**src/design/svgps_pkg.sv**
```systemverilog
// Shared types, character codes and tag tables of the SVG path attribute scanner.
package svgps_pkg;

    localparam int FRAC_DIGITS_DEFAULT = 3;

    localparam int CHAR_W   = 8;
    localparam int KIND_W   = 3;
    localparam int VKIND_W  = 2;
    localparam int WIDTH_W  = 26;
    localparam int POW_W    = 20;

    localparam logic [WIDTH_W-1:0] ACC_MAX = {WIDTH_W{1'b1}};

    localparam logic [3:0] TAG_STROKE_LEN = 4'd13;
    localparam logic [2:0] TAG_FILL_LEN   = 3'd5;
    localparam logic [2:0] TAG_ID_LEN     = 3'd4;
    localparam logic [1:0] TAG_PATH_LEN   = 2'd3;

    localparam logic [CHAR_W-1:0] CHAR_SEMI  = 8'h3B;
    localparam logic [CHAR_W-1:0] CHAR_QUOTE = 8'h22;
    localparam logic [CHAR_W-1:0] CHAR_DOT   = 8'h2E;
    localparam logic [CHAR_W-1:0] CHAR_GT    = 8'h3E;
    localparam logic [CHAR_W-1:0] CHAR_ZERO  = 8'h30;
    localparam logic [CHAR_W-1:0] CHAR_NINE  = 8'h39;

    typedef enum logic [2:0] {
        MODE_MATCH = 3'd0,
        MODE_WIDTH = 3'd1,
        MODE_FILL  = 3'd2,
        MODE_ID    = 3'd3,
        MODE_PATH  = 3'd4
    } t_scan_mode;

    typedef enum logic [KIND_W-1:0] {
        KIND_FILL_CHAR   = 3'd0,
        KIND_ID_CHAR     = 3'd1,
        KIND_PATH_CHAR   = 3'd2,
        KIND_VALUE_END   = 3'd3,
        KIND_ELEMENT_END = 3'd4
    } t_kind;

    typedef enum logic [VKIND_W-1:0] {
        VKIND_WIDTH = 2'd0,
        VKIND_FILL  = 2'd1,
        VKIND_ID    = 2'd2,
        VKIND_PATH  = 2'd3
    } t_value_kind;

    function automatic logic [CHAR_W-1:0] tag_stroke_char(input logic [3:0] idx);
        logic [CHAR_W-1:0] ch;
        case (idx)
            4'd0:    ch = "s";
            4'd1:    ch = "t";
            4'd2:    ch = "r";
            4'd3:    ch = "o";
            4'd4:    ch = "k";
            4'd5:    ch = "e";
            4'd6:    ch = "-";
            4'd7:    ch = "w";
            4'd8:    ch = "i";
            4'd9:    ch = "d";
            4'd10:   ch = "t";
            4'd11:   ch = "h";
            4'd12:   ch = ":";
            default: ch = 8'h00;
        endcase
        return ch;
    endfunction

    function automatic logic [CHAR_W-1:0] tag_fill_char(input logic [2:0] idx);
        logic [CHAR_W-1:0] ch;
        case (idx)
            3'd0:    ch = "f";
            3'd1:    ch = "i";
            3'd2:    ch = "l";
            3'd3:    ch = "l";
            3'd4:    ch = ":";
            default: ch = 8'h00;
        endcase
        return ch;
    endfunction

    function automatic logic [CHAR_W-1:0] tag_id_char(input logic [2:0] idx);
        logic [CHAR_W-1:0] ch;
        case (idx)
            3'd0:    ch = "i";
            3'd1:    ch = "d";
            3'd2:    ch = "=";
            3'd3:    ch = CHAR_QUOTE;
            default: ch = 8'h00;
        endcase
        return ch;
    endfunction

    function automatic logic [CHAR_W-1:0] tag_path_char(input logic [1:0] idx);
        logic [CHAR_W-1:0] ch;
        case (idx)
            2'd0:    ch = "d";
            2'd1:    ch = "=";
            2'd2:    ch = CHAR_QUOTE;
            default: ch = 8'h00;
        endcase
        return ch;
    endfunction

    function automatic logic [POW_W-1:0] pow_ten(input logic [2:0] idx);
        logic [POW_W-1:0] p;
        case (idx)
            3'd0:    p = 20'd1;
            3'd1:    p = 20'd10;
            3'd2:    p = 20'd100;
            3'd3:    p = 20'd1000;
            3'd4:    p = 20'd10000;
            3'd5:    p = 20'd100000;
            3'd6:    p = 20'd1000000;
            default: p = 20'd0;
        endcase
        return p;
    endfunction

endpackage

```
**src/design/svgps_stream_if.sv**
```systemverilog
// Valid/ready channel interfaces for the scanner's character input and result output.
interface svgps_char_if;
    import svgps_pkg::*;

    logic              valid;
    logic              ready;
    logic [CHAR_W-1:0] char_in;

    modport source (output valid, output char_in, input ready);
    modport sink   (input valid, input char_in, output ready);
endinterface

interface svgps_result_if;
    import svgps_pkg::*;

    logic               valid;
    logic               ready;
    logic [KIND_W-1:0]  kind;
    logic [CHAR_W-1:0]  char_out;
    logic [VKIND_W-1:0] value_kind;
    logic [WIDTH_W-1:0] stroke_width;

    modport source (output valid, output kind, output char_out, output value_kind,
                    output stroke_width, input ready);
    modport sink   (input valid, input kind, input char_out, input value_kind,
                    input stroke_width, output ready);
endinterface

```
**src/design/svg_path_attribute_scanner_core.sv**
```systemverilog
// Top level of the SVG path attribute scanner: tag matching, value streaming, width accumulation.
// The scanner takes one byte of element text per clock and answers with at most one result beat
// in the next cycle, from a single output register; a new byte is accepted in every cycle that the
// output register is empty or being drained, so throughput is one byte per clock, set by the
// update of the mode, matcher counts and width accumulator from each byte (a times-ten shift-add and
// a 4 by 20 bit digit product). Stroke width is reported on element end, scaled by
// ten to the FRAC_DIGITS, saturating at the 26-bit maximum.
module svg_path_attribute_scanner_core #(
    parameter int FRAC_DIGITS = svgps_pkg::FRAC_DIGITS_DEFAULT
) (
    input  logic              i_clk,
    input  logic              i_rst_n,
    svgps_char_if.sink        i_char,
    svgps_result_if.source    o_result
);
    import svgps_pkg::*;

    localparam logic [2:0] FRAC_SEL = 3'(FRAC_DIGITS);
    localparam int         SUM_W    = WIDTH_W + 5;

    t_scan_mode          r_mode,  n_mode;
    logic [3:0]          r_width_cnt, n_width_cnt;
    logic [2:0]          r_fill_cnt,  n_fill_cnt;
    logic [2:0]          r_id_cnt,    n_id_cnt;
    logic [1:0]          r_path_cnt,  n_path_cnt;
    logic                r_dot_seen,  n_dot_seen;
    logic [2:0]          r_frac_pos,  n_frac_pos;
    logic [WIDTH_W-1:0]  r_accum,     n_accum;

    logic                r_out_valid, n_out_valid;
    t_kind               r_kind,      n_kind;
    logic [CHAR_W-1:0]   r_char_out,  n_char_out;
    t_value_kind         r_vkind,     n_vkind;
    logic [WIDTH_W-1:0]  r_stroke,    n_stroke;

    logic                accept;
    logic [CHAR_W-1:0]   ch;
    logic                is_digit;
    logic [3:0]          digit;
    logic [2:0]          frac_inc;
    logic [2:0]          pow_sel;
    logic [POW_W+3:0]    digit_term;
    logic [SUM_W-1:0]    accum_ext;
    logic [SUM_W-1:0]    sum_int;
    logic [SUM_W-1:0]    sum_frac;
    logic [SUM_W-1:0]    sum_sel;
    logic [3:0]          adv_width;
    logic [2:0]          adv_fill;
    logic [2:0]          adv_id;
    logic [1:0]          adv_path;

    assign i_char.ready          = !r_out_valid || o_result.ready;
    assign accept                = i_char.valid && i_char.ready;
    assign ch                    = i_char.char_in;

    assign o_result.valid        = r_out_valid;
    assign o_result.kind         = r_kind;
    assign o_result.char_out     = r_char_out;
    assign o_result.value_kind   = r_vkind;
    assign o_result.stroke_width = r_stroke;

    // width digit arithmetic
    assign is_digit   = (ch >= CHAR_ZERO) && (ch <= CHAR_NINE);
    assign digit      = 4'(ch - CHAR_ZERO);
    assign frac_inc   = (r_frac_pos != 3'd7) ? r_frac_pos + 3'd1 : r_frac_pos;
    assign pow_sel    = r_dot_seen ? (FRAC_SEL - frac_inc) : FRAC_SEL;
    assign digit_term = (POW_W+4)'(digit) * (POW_W+4)'(pow_ten(pow_sel));
    assign accum_ext  = SUM_W'(r_accum);
    assign sum_int    = (accum_ext << 3) + (accum_ext << 1) + SUM_W'(digit_term);
    assign sum_frac   = (frac_inc <= FRAC_SEL) ? accum_ext + SUM_W'(digit_term) : accum_ext;
    assign sum_sel    = r_dot_seen ? sum_frac : sum_int;

    // naive prefix matchers
    assign adv_width = (r_width_cnt < TAG_STROKE_LEN && tag_stroke_char(r_width_cnt) == ch)
                       ? r_width_cnt + 4'd1 : 4'd0;
    assign adv_fill  = (r_fill_cnt < TAG_FILL_LEN && tag_fill_char(r_fill_cnt) == ch)
                       ? r_fill_cnt + 3'd1 : 3'd0;
    assign adv_id    = (r_id_cnt < TAG_ID_LEN && tag_id_char(r_id_cnt) == ch)
                       ? r_id_cnt + 3'd1 : 3'd0;
    assign adv_path  = (r_path_cnt < TAG_PATH_LEN && tag_path_char(r_path_cnt) == ch)
                       ? r_path_cnt + 2'd1 : 2'd0;

    always_ff @(posedge i_clk) begin
        if (!i_rst_n) begin
            r_mode      <= MODE_MATCH;
            r_width_cnt <= '0;
            r_fill_cnt  <= '0;
            r_id_cnt    <= '0;
            r_path_cnt  <= '0;
            r_dot_seen  <= 1'b0;
            r_frac_pos  <= '0;
            r_accum     <= '0;
            r_out_valid <= 1'b0;
        end else begin
            r_mode      <= n_mode;
            r_width_cnt <= n_width_cnt;
            r_fill_cnt  <= n_fill_cnt;
            r_id_cnt    <= n_id_cnt;
            r_path_cnt  <= n_path_cnt;
            r_dot_seen  <= n_dot_seen;
            r_frac_pos  <= n_frac_pos;
            r_accum     <= n_accum;
            r_out_valid <= n_out_valid;
        end
    end

    always_ff @(posedge i_clk) begin
        r_kind     <= n_kind;
        r_char_out <= n_char_out;
        r_vkind    <= n_vkind;
        r_stroke   <= n_stroke;
    end

    always_comb begin
        n_mode      = r_mode;
        n_width_cnt = r_width_cnt;
        n_fill_cnt  = r_fill_cnt;
        n_id_cnt    = r_id_cnt;
        n_path_cnt  = r_path_cnt;
        n_dot_seen  = r_dot_seen;
        n_frac_pos  = r_frac_pos;
        n_accum     = r_accum;
        n_out_valid = r_out_valid && !o_result.ready;
        n_kind      = r_kind;
        n_char_out  = r_char_out;
        n_vkind     = r_vkind;
        n_stroke    = r_stroke;

        if (accept) begin
            n_out_valid = 1'b0;
            n_kind      = KIND_FILL_CHAR;
            n_char_out  = '0;
            n_vkind     = VKIND_WIDTH;
            n_stroke    = '0;
            case (r_mode)
                MODE_WIDTH: begin
                    if (ch == CHAR_SEMI || ch == CHAR_QUOTE) begin
                        n_mode      = MODE_MATCH;
                        n_dot_seen  = 1'b0;
                        n_frac_pos  = '0;
                        n_out_valid = 1'b1;
                        n_kind      = KIND_VALUE_END;
                        n_vkind     = VKIND_WIDTH;
                    end else if (ch == CHAR_DOT) begin
                        n_dot_seen = 1'b1;
                    end else if (is_digit) begin
                        if (r_dot_seen) begin
                            n_frac_pos = frac_inc;
                        end
                        n_accum = (sum_sel > SUM_W'(ACC_MAX)) ? ACC_MAX : sum_sel[WIDTH_W-1:0];
                    end
                end
                MODE_FILL: begin
                    n_out_valid = 1'b1;
                    if (ch == CHAR_SEMI || ch == CHAR_QUOTE) begin
                        n_mode     = MODE_MATCH;
                        n_dot_seen = 1'b0;
                        n_frac_pos = '0;
                        n_kind     = KIND_VALUE_END;
                        n_vkind    = VKIND_FILL;
                    end else begin
                        n_kind     = KIND_FILL_CHAR;
                        n_char_out = ch;
                    end
                end
                MODE_ID, MODE_PATH: begin
                    n_out_valid = 1'b1;
                    if (ch == CHAR_QUOTE) begin
                        n_mode     = MODE_MATCH;
                        n_dot_seen = 1'b0;
                        n_frac_pos = '0;
                        n_kind     = KIND_VALUE_END;
                        n_vkind    = (r_mode == MODE_ID) ? VKIND_ID : VKIND_PATH;
                    end else begin
                        n_kind     = (r_mode == MODE_ID) ? KIND_ID_CHAR : KIND_PATH_CHAR;
                        n_char_out = ch;
                    end
                end
                default: begin
                    if (ch == CHAR_GT) begin
                        n_mode      = MODE_MATCH;
                        n_width_cnt = '0;
                        n_fill_cnt  = '0;
                        n_id_cnt    = '0;
                        n_path_cnt  = '0;
                        n_dot_seen  = 1'b0;
                        n_frac_pos  = '0;
                        n_accum     = '0;
                        n_out_valid = 1'b1;
                        n_kind      = KIND_ELEMENT_END;
                        n_stroke    = r_accum;
                    end else begin
                        n_mode      = MODE_MATCH;
                        n_width_cnt = adv_width;
                        n_fill_cnt  = adv_fill;
                        n_id_cnt    = adv_id;
                        n_path_cnt  = adv_path;
                        if (adv_width == TAG_STROKE_LEN) begin
                            n_mode     = MODE_WIDTH;
                            n_dot_seen = 1'b0;
                            n_frac_pos = '0;
                        end else if (adv_fill == TAG_FILL_LEN) begin
                            n_mode = MODE_FILL;
                        end else if (adv_id == TAG_ID_LEN) begin
                            n_mode = MODE_ID;
                        end else if (adv_path == TAG_PATH_LEN) begin
                            n_mode = MODE_PATH;
                        end
                        if (n_mode != MODE_MATCH) begin
                            n_width_cnt = '0;
                            n_fill_cnt  = '0;
                            n_id_cnt    = '0;
                            n_path_cnt  = '0;
                        end
                    end
                end
            endcase
        end
    end

`ifndef NO_ASSERTIONS
    a_element_end_clears: assert property (@(posedge i_clk) disable iff (!i_rst_n)
        accept && r_mode == MODE_MATCH && ch == CHAR_GT
        |=> r_out_valid && r_kind == KIND_ELEMENT_END && r_accum == '0 && r_mode == MODE_MATCH)
        else $error("element end did not clear state");

    a_width_byte_silent: assert property (@(posedge i_clk) disable iff (!i_rst_n)
        accept && r_mode == MODE_WIDTH && ch != CHAR_SEMI && ch != CHAR_QUOTE
        |=> !r_out_valid)
        else $error("width value byte produced a result");

    a_counts_idle_in_value: assert property (@(posedge i_clk) disable iff (!i_rst_n)
        r_mode != MODE_MATCH
        |-> r_width_cnt == '0 && r_fill_cnt == '0 && r_id_cnt == '0 && r_path_cnt == '0)
        else $error("matcher count left over in value mode");

    a_dot_only_in_width: assert property (@(posedge i_clk) disable iff (!i_rst_n)
        r_dot_seen |-> r_mode == MODE_WIDTH)
        else $error("dot flag set outside width value");
`endif

endmodule

```
**src/flat_wrapper.sv**
```systemverilog
// flat-port wrapper written by rule: the top's interface ports become plain ports
module svg_path_attribute_scanner_core_flat import svgps_pkg::*;
#(
    parameter int FRAC_DIGITS = svgps_pkg::FRAC_DIGITS_DEFAULT
)
  (i_clk, i_rst_n, i_char_valid, i_char_char_in, i_char_ready, o_result_valid, o_result_kind, o_result_char_out, o_result_value_kind, o_result_stroke_width, o_result_ready);
  svgps_char_if i_char_i ();
  svgps_result_if o_result_i ();
  input  logic i_clk;
  input  logic i_rst_n;
  input wire logic [$bits(i_char_i.valid)-1:0] i_char_valid;
  input wire logic [$bits(i_char_i.char_in)-1:0] i_char_char_in;
  output wire logic [$bits(i_char_i.ready)-1:0] i_char_ready;
  output wire logic [$bits(o_result_i.valid)-1:0] o_result_valid;
  output wire logic [$bits(o_result_i.kind)-1:0] o_result_kind;
  output wire logic [$bits(o_result_i.char_out)-1:0] o_result_char_out;
  output wire logic [$bits(o_result_i.value_kind)-1:0] o_result_value_kind;
  output wire logic [$bits(o_result_i.stroke_width)-1:0] o_result_stroke_width;
  input wire logic [$bits(o_result_i.ready)-1:0] o_result_ready;
  assign i_char_i.valid = i_char_valid;
  assign i_char_i.char_in = i_char_char_in;
  assign i_char_ready = i_char_i.ready;
  assign o_result_valid = o_result_i.valid;
  assign o_result_kind = o_result_i.kind;
  assign o_result_char_out = o_result_i.char_out;
  assign o_result_value_kind = o_result_i.value_kind;
  assign o_result_stroke_width = o_result_i.stroke_width;
  assign o_result_i.ready = o_result_ready;
  svg_path_attribute_scanner_core #(.FRAC_DIGITS(FRAC_DIGITS)) u_core (.i_clk(i_clk), .i_rst_n(i_rst_n), .i_char(i_char_i), .o_result(o_result_i));
endmodule
```
**config.mk**
```make
export PLATFORM = sky130hd
export DESIGN_NAME = svg_path_attribute_scanner_core_flat
export DESIGN_NICKNAME = d
export VERILOG_FILES = /design/src/design/svgps_pkg.sv /design/src/design/svgps_stream_if.sv /design/src/design/svg_path_attribute_scanner_core.sv /design/src/flat_wrapper.sv
export SDC_FILE = /design/constraint.sdc
export NUM_CORES = 1
export LEC_CHECK = 0
export CAP_MARGIN = 0
export CORE_MARGIN = 2
export CORE_UTILIZATION = 43
export CTS_CLUSTER_DIAMETER = 80
export DETAILED_ROUTE_END_ITERATION = 6
export DONT_BUFFER_PORTS = 1
export GPL_TIMING_DRIVEN = 1
export HOLD_SLACK_MARGIN = 0.08
export SETUP_SLACK_MARGIN = 0.4
export SLEW_MARGIN = 20
export SYNTH_ARGS = -nofsm -noshare
export SYNTH_HDL_FRONTEND = slang
export SYNTH_SLANG_ARGS = --single-unit
```
**constraint.sdc**
```tcl
create_clock -name i_clk -period 8.7 [get_ports i_clk]
set_input_delay 0.87 -clock i_clk [delete_from_list [all_inputs] [get_ports i_clk]]
set_output_delay 0.87 -clock i_clk [all_outputs]
set_load 0.03 [all_outputs]
```
==> results of run 1 <==
==> area by class of cell <==
cell class | count | area, sq um
Fill cell | 2416 | 12960
Multi-Input combinational cell | 1067 | 7935
Sequential cell | 92 | 2235
Tap cell | 324 | 405.4
Inverter | 104 | 390.4
Clock buffer | 10 | 229.0
Timing Repair Buffer | 19 | 142.6
Clock inverter | 6 | 88.84
==> cell families after synthesis <==
| kind of cell | Yosys count |
|---|---|
| fa+ha+maj | 163 |
| compound gates | 352 |
| xor+xnor | 93 |
| flops | 92 |
| buf+inv | 150 |
| simple gates | 444 |
| mux | 15 |
==> what timing repair did <==
item / in CTS / in global routing
endpoints found under the setup margin: 23 / 26
buffers inserted: 0 / 2
pin swaps: 0 / 3
gates resized for setup: 2 / 7
endpoints found under the hold margin: 0 / 0
cloned: 0 / 0
==> registers in the layout (all words and copies together) (netlist names), named ones only <==
signal                        flops
u_core.o_result.char_out          8
u_core.o_result.kind              3
u_core.o_result.stroke_width     26
u_core.o_result.valid             1
u_core.o_result.value_kind        2
u_core.r_accum                   26
u_core.r_dot_seen                 1
u_core.r_fill_cnt                 3
u_core.r_frac_pos                 3
u_core.r_id_cnt                   3
u_core.r_mode                     3
u_core.r_path_cnt                 2
u_core.r_width_cnt                4
==> layer usage <==
layer | wire length, microns | global-route usage [%] | part of all wire (%)
met3 | 1025 | 2.375 | 3.6
met4 | 370 | 4.907 | 1.3
met2 | 13460 | 37.23 | 47
met5 | 0 | 0 | 0
met1 | 13980 | 30.38 | 48
==> worst paths after layout <==
check                       start                  to  slack [ns]  depth (start not counted)
min reg2reg    u_core.r_id_cnt[2]  u_core.r_id_cnt[2]        0.56                          2
max reg2reg  u_core.r_frac_pos[0]   u_core.r_accum[3]        0.94                         31
min            u_core.r_id_cnt[2]  u_core.r_id_cnt[2]        0.56                          2
max          u_core.r_frac_pos[0]   u_core.r_accum[3]        0.94                         31
==> cell usage after synthesis, drive strengths merged (13+ instances only) <==
cell	instances	area (sq um)
nor2b	15	101.3
xor2	32	280.3
a21o	24	180.2
a31oi	22	143.9
clkbuf	35	131.4
mux2i	13	130.1
ha	131	1639
and3	43	269.0
and2	26	162.7
inv	104	390.4
a21oi	71	355.3
nand3	29	145.1
xnor2	61	534.3
nand2b	13	81.33
nand2	110	412.9
nor2	114	432.9
dfxtp	53	1061
o21a	18	135.1
a221o	19	190.2
edfxtp	39	1171
or2	15	93.84
fa	32	640.6
o21ai	79	395.4
nor3	25	130.1
==> through the flow <==
stage | total power, W | worst slack [ns] | utilization (%) | std cells
3_3_place_gp | 0.0007716 | 0.5509 | 45.33 | 1604
5_1_grt | 0.001257 | 0.4274 | 46.85 | 1622
6_report | 0.001199 | 0.9378 | 46.85 | 1622
3_5_place_dp | 0.0007738 | 0.3641 | 45.33 | 1604
4_1_cts | 0.001208 | 0.5769 | 46.67 | 1620
2_1_floorplan | 0.0007190 | 1.437 | - | 1309
==> report_power, final <==
part / switching, W / internal (W) / leakage, nW
Combinational: 0.000177 / 0.000115 / 4.35
Clock: 0.000180 / 0.000252 / 0.149
Sequential: 0.0000184 / 0.000457 / 0.819
Total: 0.000375 / 0.000824 / 5.32
==> worst max-delay path: cells and delay by family (launching register included) <==
kind            cells  cell delay [ns]
compound gates     13             2.96
fa+ha+maj           5             1.96
simple gates        9             1.75
flops               1             0.36
mux                 1             0.29
xor+xnor            1             0.19
buf+inv             2             0.11
==> results.md, run 1 <==
- GRT Util Overall: ~22%
- CP required: 8.94 ns
- Main synth FF type: dfxtp_1
- Global placer's final weighted congestion: 0.9045
- HP Class: flip-flop to flip-flop
- Worst path slowest cell: fa_1
- H-tree lvl count: 3
- Hpwl dp: 22380 microns
- Max-cap viol count: 0
- WP data arrival: 8.01 ns
- Tcrit/Tclk final: 89.22%
- Unrepaired setup endpoints after global routing: no
- Max Fanout on Critical Path: 26
- #FFs+latches synth: 92
- Global route overflow: 0
- Ys async rst share: 0%
- Fraction of layout cells with a size suffix above 1: under 10%
- Mean post-synth cell area: about 8 sq um
- Outcome: completed
- Ant. Diodes: 0
- Main combinational cell family by area after synthesis: compound AO/OA/AOI/OAI gates
- Die Y-Extent: 161.8 microns
- Cells after Synth: 1309
- CTS clk-pin slew, worst paths: 0.07 ns
- Routed len/inst: 17.77 microns
- Most common cell after layout, fill and taps aside: ha_1
- Initial DRC count: 661
- Cts bufs inserted: 9
- Die area: 0.02617 sq mm
- Crit path kind: flip-flop to flip-flop
- Hold-fix buffers, CTS: 0
- Mapped Area: 0.01071 sq mm
- Core area: about 0.024 sq mm
- Startpoint Class: flip-flop
- Worst-margin pin slew: 1.027 ns
- Initial Util: 43.89%
- Largest net degree at the start of global routing: 32
- EDFF count, synth: 39
- YS warnings: 0
- Post-synthesis sequential area ratio: roughly a fifth
- Synth Area in Adders: 21.29%
- Final min period: 7.762 ns
- Setup tns final: 0 ns
- CTS tree: done
- First-pass GRT wire length: 46670 microns
- Nets: 1468
- Port bufs: 0
- Design Area, Final: 0.01143 sq mm
- Synthesis-to-finish area growth: 6.733%
- CTS Root Cell: clkbuf_16
- Initial antenna violation count: 0
- Syn_nets: 1484
- DRC: 0
- XOR/XNOR Fraction of Synth Area: 7.609%
- Placed Area: 0.01106 sq mm
- Routed wire length: 28830 microns
- Leakage: 5.320 nW
- Post-route ant nets: 0
- Synth Area in Simple Gates: 20.69%
- Crit path largest cell delay: 0.54 ns
- Fin. max-slew vios: 0
- Final setup viols: 0
- Sink Count: a little over 90
- Vias in the first global route: approximately 8900
- Io pins: 53
- Die width: roughly 160 microns
- VDD IR-drop max: 0.09897 mV
- First drt pass iteration count: 5
- CP endpoint kind: flip-flop
- Vias: 9379
- Hold slack: roughly 0.56 ns
- Unique masters post-synth: 84
- Pwr per Cell Area: 104.9 mW/mm^2
- Slew Limit Headroom: 30.95%
- Via density: 5.782
- Maximum clock rate: 128.8 MHz
- Mux contribution to synthesized area: 1.426%
- Fin Clk Skew: 0.01174 ns
- CTS Buffer Depth: 2
- Most frequent cells in the layout: ha_1 (131), nor2_1 (110), nand2_1 (109)
- Clock latency at the later pin of the worst-skew pair: 0.36 ns
- FP Rows: 57
- Hold Vio Cnt, Final: 0
- Synth Area in Compound Gates: 22.60%
Power figures use the tool's default switching activity.
==> run 2: changes to the inputs <==
--- a/config.mk
+++ b/config.mk
@@ -13,6 +13,7 @@
 export DONT_BUFFER_PORTS = 1
 export GPL_TIMING_DRIVEN = 1
 export HOLD_SLACK_MARGIN = 0.08
+export MAX_ROUTING_LAYER = met4
 export SETUP_SLACK_MARGIN = 0.4
 export SLEW_MARGIN = 20
 export SYNTH_ARGS = -nofsm -noshare
==> results.md, run 2 (synthesized netlist as in run 1, its figures left out) <==
- Routed len/inst: 17.84 microns (was 17.77 microns)
- Fin Clk Skew: 0.008327 ns (was 0.01174 ns)
- H-tree lvl count: 3 (unchanged)
- CP endpoint kind: flip-flop (unchanged)
- Maximum clock rate: 129.0 MHz (was 128.8 MHz)
- Max Fanout on Critical Path: 26 (unchanged)
- FP Rows: 57 (unchanged)
- Fraction of layout cells with a size suffix above 1: 6.491% (was 6.394%)
- Post-route ant nets: 0 (unchanged)
- Startpoint Class: flip-flop (unchanged)
- Fin. max-slew vios: 0 (unchanged)
- HP Class: flip-flop to flip-flop (unchanged)
- Routed wire length: 28860 microns (was 28830 microns)
- Crit path largest cell delay: 0.52 ns (was 0.54 ns)
- Sequential power share: 39.9% (was 39.6%)
- Die width: 161.8 microns (unchanged)
- CTS tree: done (unchanged)
- Crit path kind: flip-flop to flip-flop (unchanged)
- Cell Int Power: 0.0008115 W (was 0.0008240 W)
- GRT Util Overall: 22.71% (was 22.03%)
- First-pass GRT wire length: 46580 microns (was 46670 microns)
- Sink Count: 92 (unchanged)
- Seq. cell area: 0.002235 sq mm (unchanged)
- Leakage: 5.322 nW (was 5.320 nW)
- Tcrit/Tclk final: 89.09% (was 89.22%)
- CTS clk-pin slew, worst paths: 0.07 ns (about the same)
- Clock power share: 35.3% (was 36.0%)
- Largest net degree at the start of global routing: 34 (was 32)
- Core area: 0.02439 sq mm (unchanged)
- Hold slack: 0.5481 ns (was 0.5566 ns)
- Hold Vio Cnt, Final: 0 (unchanged)
- Final setup viols: 0 (unchanged)
- VDD IR-drop max: 0.09083 mV (was 0.09897 mV)
- Max-cap viol count: 0 (unchanged)
- Slew Limit Headroom: 36.10% (was 30.95%)
- Initial Util: 43.89% (unchanged)
- Final min period: 7.751 ns (was 7.762 ns)
- Worst-margin pin slew: 0.9506 ns (was 1.027 ns)
- Via density: 5.856 (was 5.782)
- Global route overflow: 0 (unchanged)
- CTS Buffer Depth: 2 (unchanged)
- Outcome: completed (unchanged)
- Ant. Diodes: 0 (unchanged)
- Global placer's final weighted congestion: 0.8972 (was 0.9045)
- First drt pass iteration count: 5 (unchanged)
- Combinational power share: 24.8% (was 24.4%)
- Vias in the first global route: 8737 (was 8925)
- CTS Root Cell: clkbuf_16 (unchanged)
- Port bufs: 0 (unchanged)
- Unrepaired setup endpoints after global routing: no (unchanged)
- CP required: 8.94 ns (about the same)
- Io pins: 53 (unchanged)
- Initial DRC count: 771 (was 661)
- Vias: 9475 (was 9379)
- Fill cell count: 2412 (was 2416)
- Hold-fix buffers, CTS: 0 (unchanged)
- Area taken by multi-input logic gates: 0.007966 sq mm (was 0.007935 sq mm)
- Pwr per Cell Area: 104.1 mW/mm^2 (was 104.9 mW/mm^2)
- DRC: 0 (unchanged)
- Most common cell after layout, fill and taps aside: ha_1 (unchanged)
- Clock latency at the later pin of the worst-skew pair: 0.35 ns (was 0.36 ns)
- Nets: 1464 (was 1468)
- Die area: 0.02617 sq mm (unchanged)
- Die Y-Extent: 161.8 microns (unchanged)
- Worst path slowest cell: fa_1 (unchanged)
- Initial antenna violation count: 1 (was 0)
- Most used cell, CP: ha_1
- Synthesis-to-finish area growth: 6.686% (was 6.733%)
- Most frequent cells in the layout: ha_1 (131), nor2_1 (110), nand2_1 (109) (unchanged)
- Switching share of total power: 31.77% (was 31.27%)
- Net switching power: 0.0003778 W (was 0.0003749 W)
- Setup tns final: 0 ns (unchanged)
- Cts bufs inserted: 9 (unchanged)
- WP data arrival: 7.99 ns (was 8.01 ns)
- Hpwl dp: 22410 microns (was 22380 microns)
[run 2: through the flow]
step / instances / instance area, sq um / worst slack, ns / total power (W) / util [%]
detailed placement: 1600 / 11030 / 0.5629 / 0.0007740 / 45.21
global placement: 1600 / 11030 / 0.7440 / 0.0007712 / 45.21
CTS: 1616 / 11340 / 0.5355 / 0.001196 / 46.49
global route: 1618 / 11420 / 0.4364 / 0.001245 / 46.82
finish: 1618 / 11420 / 0.9494 / 0.001189 / 46.82
floorplan: 1309 / 10710 / 1.437 / 0.0007190 / -
[run 2: worst max-delay path, delay by kind of cell, from the launching register on]
| kind | cells | cell delay (ns) |
|---|---|---|
| AO/OA/AOI/OAI | 13 | 2.76 |
| XOR/XNOR | 1 | 0.17 |
| adder cells (fa/ha/maj) | 5 | 2.01 |
| buffers and inverters | 3 | 0.32 |
| flip-flops | 1 | 0.36 |
| multiplexers | 1 | 0.26 |
| AND/OR/NAND/NOR | 9 | 1.70 |
[run 2: final timing paths]
| path | start | end | cells after the start | slack (ns) |
|---|---|---|---|---|
| setup / recovery | u_core.r_frac_pos[0] | u_core.r_accum[15] | 32 | 0.95 |
| hold / removal | u_core.r_id_cnt[2] | u_core.r_id_cnt[2] | 2 | 0.55 |
| setup reg to reg | u_core.r_frac_pos[0] | u_core.r_accum[15] | 32 | 0.95 |
| hold reg to reg | u_core.r_id_cnt[2] | u_core.r_id_cnt[2] | 2 | 0.55 |
[run 2: per-layer routing]
layer	track usage (%)	wire length [microns]	share of wire (%)
met1	31.54	13870	48
met2	35.16	13100	45
met3	2.426	1273	4.4
met4	6.436	618	2.1
met5	-	0	0
[run 2: power by group through the flow]
stage | logic, W | clock network, W | registers (W)
floorplan | 0.000235 | 0 | 0.000484
global placement | 0.000286 | 0 | 0.000485
detailed placement | 0.000289 | 0 | 0.000485
CTS | 0.000291 | 0.000430 | 0.000475
global route | 0.000327 | 0.000442 | 0.000476
finish | 0.000295 | 0.000419 | 0.000475
[run 2: what timing repair did]
item	CTS	global route
endpoints found under the hold margin	0	0
setup endpoints to repair	0	26
buffers inserted	0	2
resized for setup	0	16
[run 2: cell type report]
cell class / count / area share [%]
clock inverter: 5 / 0.5149
inverter: 104 / 3.418
multi-input combinational: 1067 / 69.75
timing repair buffer: 15 / 0.9860
sequential: 92 / 19.57
clock buffer: 11 / 2.213
tap: 324 / 3.550
